$ cat src/sv/grcv_pkg.sv
// Shared types, constants and the quarter-wave sine table of the grid ray-cast block.
// No dependencies.
`default_nettype none
package grcv_pkg;

   // Input operation codes.
   typedef enum logic [1:0] {
      FUNC_LOAD_BELIEF = 2'd0,
      FUNC_LOAD_TRUTH  = 2'd1,
      FUNC_CAST        = 2'd2,
      FUNC_READ        = 2'd3
   } func_type;

   // Register indexes of the configuration port.
   localparam logic CSR_MAP_WIDTH  = 1'b0;
   localparam logic CSR_MAP_HEIGHT = 1'b1;

   // Cell visibility codes.
   localparam logic [1:0] VIS_UNKNOWN  = 2'd0;
   localparam logic [1:0] VIS_FREE     = 2'd1;
   localparam logic [1:0] VIS_OCCUPIED = 2'd2;

   localparam int unsigned VIEW_Q8  = 3728270;
   localparam int unsigned STEP_Q16 = 3277;
   localparam int DEFAULT_PCT = 35;
   localparam int TRUTH_HI_PCT = 97;
   localparam int TRUTH_LO_PCT = 3;

   // Commands from the controller to the datapath.
   typedef struct packed {
      logic ray_start;   // reset position and step count
      logic dir_lo;      // latch first trig product stage
      logic dir_hi;      // latch step lengths
      logic step;        // advance position one step
      logic probe;       // latch current cell index for the mark write
      logic mark;        // write visibility for probed cell
      logic next_ray;    // advance the ray counter
   } cmd_type;

   // Status from the datapath to the controller.
   typedef struct packed {
      logic out_of_map;  // current cell is beyond the map
      logic hit;         // probed cell is observed occupied
      logic last_step;
      logic last_ray;
   } sts_type;

   // Quarter-wave sine in Q.16, one entry per 256 heading units.
   function automatic logic [16:0] quarter_sine(input logic [6:0] k);
      logic [16:0] v;
      unique case (k)
         7'd0: v = 17'd0;      7'd1: v = 17'd1608;   7'd2: v = 17'd3216;
         7'd3: v = 17'd4821;   7'd4: v = 17'd6424;   7'd5: v = 17'd8022;
         7'd6: v = 17'd9616;   7'd7: v = 17'd11204;  7'd8: v = 17'd12785;
         7'd9: v = 17'd14359;  7'd10: v = 17'd15924; 7'd11: v = 17'd17479;
         7'd12: v = 17'd19024; 7'd13: v = 17'd20558; 7'd14: v = 17'd22079;
         7'd15: v = 17'd23586; 7'd16: v = 17'd25080; 7'd17: v = 17'd26558;
         7'd18: v = 17'd28020; 7'd19: v = 17'd29466; 7'd20: v = 17'd30893;
         7'd21: v = 17'd32303; 7'd22: v = 17'd33692; 7'd23: v = 17'd35062;
         7'd24: v = 17'd36410; 7'd25: v = 17'd37736; 7'd26: v = 17'd39040;
         7'd27: v = 17'd40320; 7'd28: v = 17'd41576; 7'd29: v = 17'd42806;
         7'd30: v = 17'd44011; 7'd31: v = 17'd45190; 7'd32: v = 17'd46341;
         7'd33: v = 17'd47464; 7'd34: v = 17'd48559; 7'd35: v = 17'd49624;
         7'd36: v = 17'd50660; 7'd37: v = 17'd51665; 7'd38: v = 17'd52639;
         7'd39: v = 17'd53581; 7'd40: v = 17'd54491; 7'd41: v = 17'd55368;
         7'd42: v = 17'd56212; 7'd43: v = 17'd57022; 7'd44: v = 17'd57798;
         7'd45: v = 17'd58538; 7'd46: v = 17'd59244; 7'd47: v = 17'd59914;
         7'd48: v = 17'd60547; 7'd49: v = 17'd61145; 7'd50: v = 17'd61705;
         7'd51: v = 17'd62228; 7'd52: v = 17'd62714; 7'd53: v = 17'd63162;
         7'd54: v = 17'd63572; 7'd55: v = 17'd63944; 7'd56: v = 17'd64277;
         7'd57: v = 17'd64571; 7'd58: v = 17'd64827; 7'd59: v = 17'd65043;
         7'd60: v = 17'd65220; 7'd61: v = 17'd65358; 7'd62: v = 17'd65457;
         7'd63: v = 17'd65516;
         default: v = 17'd65536;
      endcase
      return v;
   endfunction

endpackage
`default_nettype wire

$ cat src/sv/grcv_ctrl.sv
// Controller state machine of the grid ray-cast block.
// Depends on grcv_pkg.
`default_nettype none
module grcv_ctrl (
   input  wire logic          clock,
   input  wire logic          reset,
   input  wire logic          req_tvalid,
   output      logic          req_tready,
   input  wire logic [1:0]    func,
   input  wire logic          rsp_busy,
   output      logic          take,
   output      logic          read_issue,
   output grcv_pkg::cmd_type  cmd,
   input  wire grcv_pkg::sts_type sts
);
   typedef enum logic [6:0] {
      ST_IDLE  = 7'b0000001,
      ST_DIR0  = 7'b0000010,
      ST_DIR1  = 7'b0000100,
      ST_INIT  = 7'b0001000,
      ST_STEP  = 7'b0010000,
      ST_PROBE = 7'b0100000,
      ST_MARK  = 7'b1000000
   } state_type;

   state_type state_ff, state_in;

   // A read holds the input until the output register is free.
   assign req_tready = (state_ff == ST_IDLE) && !rsp_busy;
   assign take = req_tvalid && req_tready;
   assign read_issue = take && (func == grcv_pkg::FUNC_READ);

   // Next state and commands.
   always_comb begin
      state_in = state_ff;
      cmd = '0;
      unique case (state_ff)
         ST_IDLE: begin
            if (take && (func == grcv_pkg::FUNC_CAST)) state_in = ST_DIR0;
         end
         ST_DIR0: begin
            cmd.dir_lo = 1'b1;
            state_in = ST_DIR1;
         end
         ST_DIR1: begin
            cmd.dir_hi = 1'b1;
            state_in = ST_INIT;
         end
         ST_INIT: begin
            cmd.ray_start = 1'b1;
            state_in = ST_STEP;
         end
         ST_STEP: begin
            cmd.step = 1'b1;
            state_in = ST_PROBE;
         end
         ST_PROBE: begin
            if (sts.out_of_map) begin
               cmd.next_ray = 1'b1;
               state_in = sts.last_ray ? ST_IDLE : ST_DIR0;
            end else begin
               cmd.probe = 1'b1;
               state_in = ST_MARK;
            end
         end
         ST_MARK: begin
            cmd.mark = 1'b1;
            if (sts.hit || sts.last_step) begin
               cmd.next_ray = 1'b1;
               state_in = sts.last_ray ? ST_IDLE : ST_DIR0;
            end else begin
               state_in = ST_STEP;
            end
         end
         default: state_in = ST_IDLE;
      endcase
   end

   always_ff @(posedge clock) begin
      if (reset) state_ff <= ST_IDLE;
      else state_ff <= state_in;
   end
endmodule
`default_nettype wire

$ cat config.mk
export PLATFORM = sky130hd
export DESIGN_NAME = grcv_ctrl
export DESIGN_NICKNAME = d
export VERILOG_FILES = /design/src/sv/grcv_pkg.sv /design/src/sv/grcv_ctrl.sv
export SDC_FILE = /design/constraint.sdc
export NUM_CORES = 1
export LEC_CHECK = 0
export ABC_AREA = 1
export BUFFER_PORTS_ARGS = -buffer_cell sky130_fd_sc_hd__buf_4
export CAP_MARGIN = 20
export CORE_MARGIN = 1
export CORE_UTILIZATION = 40
export DETAILED_ROUTE_END_ITERATION = 16
export PLACE_DENSITY = 0.71
export SYNTH_ARGS = -nofsm -noshare
export SYNTH_HDL_FRONTEND = slang
export SYNTH_SLANG_ARGS = --single-unit
$ cat constraint.sdc
create_clock -name clock -period 1.17 [get_ports clock]
set_clock_uncertainty 0.05 [all_clocks]
set_input_delay 0.234 -clock clock [delete_from_list [all_inputs] [get_ports clock]]
set_output_delay 0.234 -clock clock [all_outputs]
set_load 0.005 [all_outputs]
==> impl_metrics.env <==
export IMPL_synth_distinct_cells=20
export IMPL_routedWlPerCell_microns=10.8
export IMPL_syn_nets=98
export IMPL_stdcell_count=144
export IMPL_p_leak_nw=0.531
export IMPL_synthesis_area_sq_um=524
export IMPL_ant_nets=0
export IMPL_num_rows=12
export IMPL_avgSynthCellArea_sq_um=5.96
export IMPL_drv_cap=0
export IMPL_cp_arrival_ns=1.31
export IMPL_failed_checks="setup timing"
export IMPL_top_register="state_ff"
export IMPL_grt_ovfl_total=0
export IMPL_relSlewSlack_pct=73.9
export IMPL_clkPwrFrac_pct=21.9
export IMPL_reg_largest_list="state_ff x7"
export IMPL_syn_inst=88
export IMPL_yosys_warnings=0
export IMPL_buffer_ports_inserted=19
export IMPL_utilization_pct=81.6
export IMPL_place_gp_congestion=0.776
export IMPL_first_global_vias=657
export IMPL_place_ws_ns=-0.184
export IMPL_critPathLaunchType="flip-flop"
export IMPL_placed_cell_area_sq_um=788
export IMPL_drc=0
export IMPL_dieArea_sq_um=1460
export IMPL_ys_seq_area_share_pct=26.7
export IMPL_syn_to_final_growth_pct=80.0
export IMPL_start_util_pct=45.3
export IMPL_finalCriticalPeriod_ns=1.60
export IMPL_hold_buffers=0
export IMPL_pwr_share_seq_pct=29.1
export IMPL_design_area_sq_um=943
export IMPL_hold_path_class="input pin to flip-flop"
export IMPL_fin_crit_sh_pct=137
export IMPL_path_clk_slew_ns=0.05
export IMPL_diodes=0
export IMPL_fp_dieW_microns=38.2
export IMPL_setup_viol=14
export IMPL_fmax_mhz=625
export IMPL_comb_power_share_pct=49.1
export IMPL_dp_cells=133
export IMPL_finalMaxSlewViolations=0
export IMPL_tightest_slew_ns=0.388
export IMPL_clock_sinks=7
export IMPL_fin_ws_ns=-0.429
export IMPL_nets=141
export IMPL_largest_reg_flops=7
export IMPL_p_per_area_nw_per_um2=1040
export IMPL_vias_per_cell=4.65
export IMPL_grt_usage_pct=26.6
export IMPL_power_internal_w=0.000639
export IMPL_status="complete, but fails checks"
export IMPL_endpoint_kind="output pin"
export IMPL_grt_pass1_wl_microns=2560
export IMPL_wl_met3_microns=49
export IMPL_rsz0062_at_grt="yes"
export IMPL_io_pins=20
export IMPL_clk_latency_ns=0.25
export IMPL_tritoncts="yes"
export IMPL_hold_viol=0
export IMPL_routed_wirelength_microns=1560
export IMPL_crit_required_ns=0.89
export IMPL_drt_met1_wl_microns=656
export IMPL_worst_path_max_fanout=3
export IMPL_root_buffer="clkbuf_4"
export IMPL_dp_hpwl_microns=1070
export IMPL_peakVddDrop_mv=0.807
export IMPL_top_layer_used="met4"
export IMPL_antenna_found_initial=0
export IMPL_ys_ff_latch=7
export IMPL_coreArea_sq_um=1160
export IMPL_switchingPower_w=0.000342
export IMPL_grt_max_degree=7
export IMPL_switching_share_pct=34.8
export IMPL_cts_buffers=3
export IMPL_cts_htree_levels=1
export IMPL_cts_buffer_depth=2
export IMPL_drt_pass1_iter_count=4
export IMPL_drt_initial_drc_count=6
export IMPL_drive_above_1_share_pct=60.0
export IMPL_wl_met2_microns=827
export IMPL_die_y_microns=38.2
export IMPL_crit_type="flip-flop to output pin"
export IMPL_via_count=670
export IMPL_power_w=0.000981
## cell usage after synthesis
cell / number / area, sq um
inv_2: 2 / 7.51
clkinv_2: 1 / 5.00
nand3b_1: 1 / 7.51
dfxtp_1: 7 / 140
nor2_1: 14 / 52.6
nand4_1: 2 / 12.5
inv_4: 1 / 6.26
nor3_1: 2 / 10.0
nand2_2: 3 / 18.8
nand2_4: 1 / 11.3
o21ai_0: 1 / 5.00
nor3_2: 1 / 10.0
nor2_4: 2 / 22.5
o31ai_1: 1 / 7.51
inv_1: 16 / 60.1
nor2_2: 4 / 25.0
nand3_1: 4 / 20.0
a21oi_1: 2 / 10.0
nand2_1: 22 / 82.6
nand3_2: 1 / 10.0
## final cells by class
cell class	count	area [sq um]
Inverter	20	78.8
Multi-Input combinational cell	61	354
Tap cell	14	17.5
Fill cell	89	213
Sequential cell	7	148
Clock buffer	4	26.3
Timing Repair Buffer	38	319
## power groups by stage
stage	clock [W]	sequential (W)	combinational, W
2_1_floorplan	0	0.000278	0.000237
3_5_place_dp	0	0.000283	0.000432
6_report	0.000215	0.000285	0.000481
5_1_grt	0.000232	0.000289	0.000523
4_1_cts	0.000222	0.000282	0.000474
3_3_place_gp	0	0.000281	0.000424
## what timing repair did
action / CTS / global route
pin swaps: 5 / 0
gates resized for setup: 26 / 3
hold endpoints to repair: 0 / 0
endpoints found under the setup margin: 12 / 15
buffers inserted: 6 / 1
## final timing paths
kind	slack (ns)	from	depth (start not counted)	end
max reg2reg	-0.26	state_ff[2]	12	state_ff[0]
min reg2reg	0.52	state_ff[4]	2	state_ff[5]
min	0.13	sts[3]	2	state_ff[6]
max	-0.43	state_ff[6]	8	read_issue
## placed cells by master, fill, tap and decap left out, types with 2 or more instances in the layout
cell type and instances:
buf_4 29, buf_6 9, clkbuf_4 3, dfxtp_2 6, inv_1 10, inv_2 8, nand2_1 18, nand2_2 6
nand2_4 2, nand3_1 3, nand3_2 2, nand4_1 2, nor2_1 12, nor2_2 4, nor2_4 4, nor3_1 2
## metrics by stage
stage | TNS (ns) | hold WS (ns)
2_1_floorplan | -0.0357 | 0.249
3_3_place_gp | -0.453 | 0.386
3_5_place_dp | -0.655 | 0.388
4_1_cts | -3.67 | 0.124
5_1_grt | -5.20 | 0.122
6_report | -4.27 | 0.132
## metal layers
metal | track usage (%) | vias to the layer above
met3 | 4.07 | 2
met5 | 0 | -
met2 | 51.7 | 20
met4 | 16.1 | 0
met1 | 25.4 | 299
li1 | - | 349
## cell families after synthesis
logic type,after synthesis,share of synthesized area (%)
AOI/OAI and AO/OA,4,4.30
buffers and inverters,20,15.0
DFF,7,26.7
and+or+nand+nor,57,53.9
## worst max-delay path, stage by stage (launching register included)
cell and delay, ns:
dfxtp_2 0.35, nor2_4 0.11, nand2_2 0.07, nor2_4 0.12
inv_2 0.06, nor2_4 0.09, nand2_2 0.07, nor2_2 0.09
buf_4 0.11
Power figures use the tool's default switching activity.
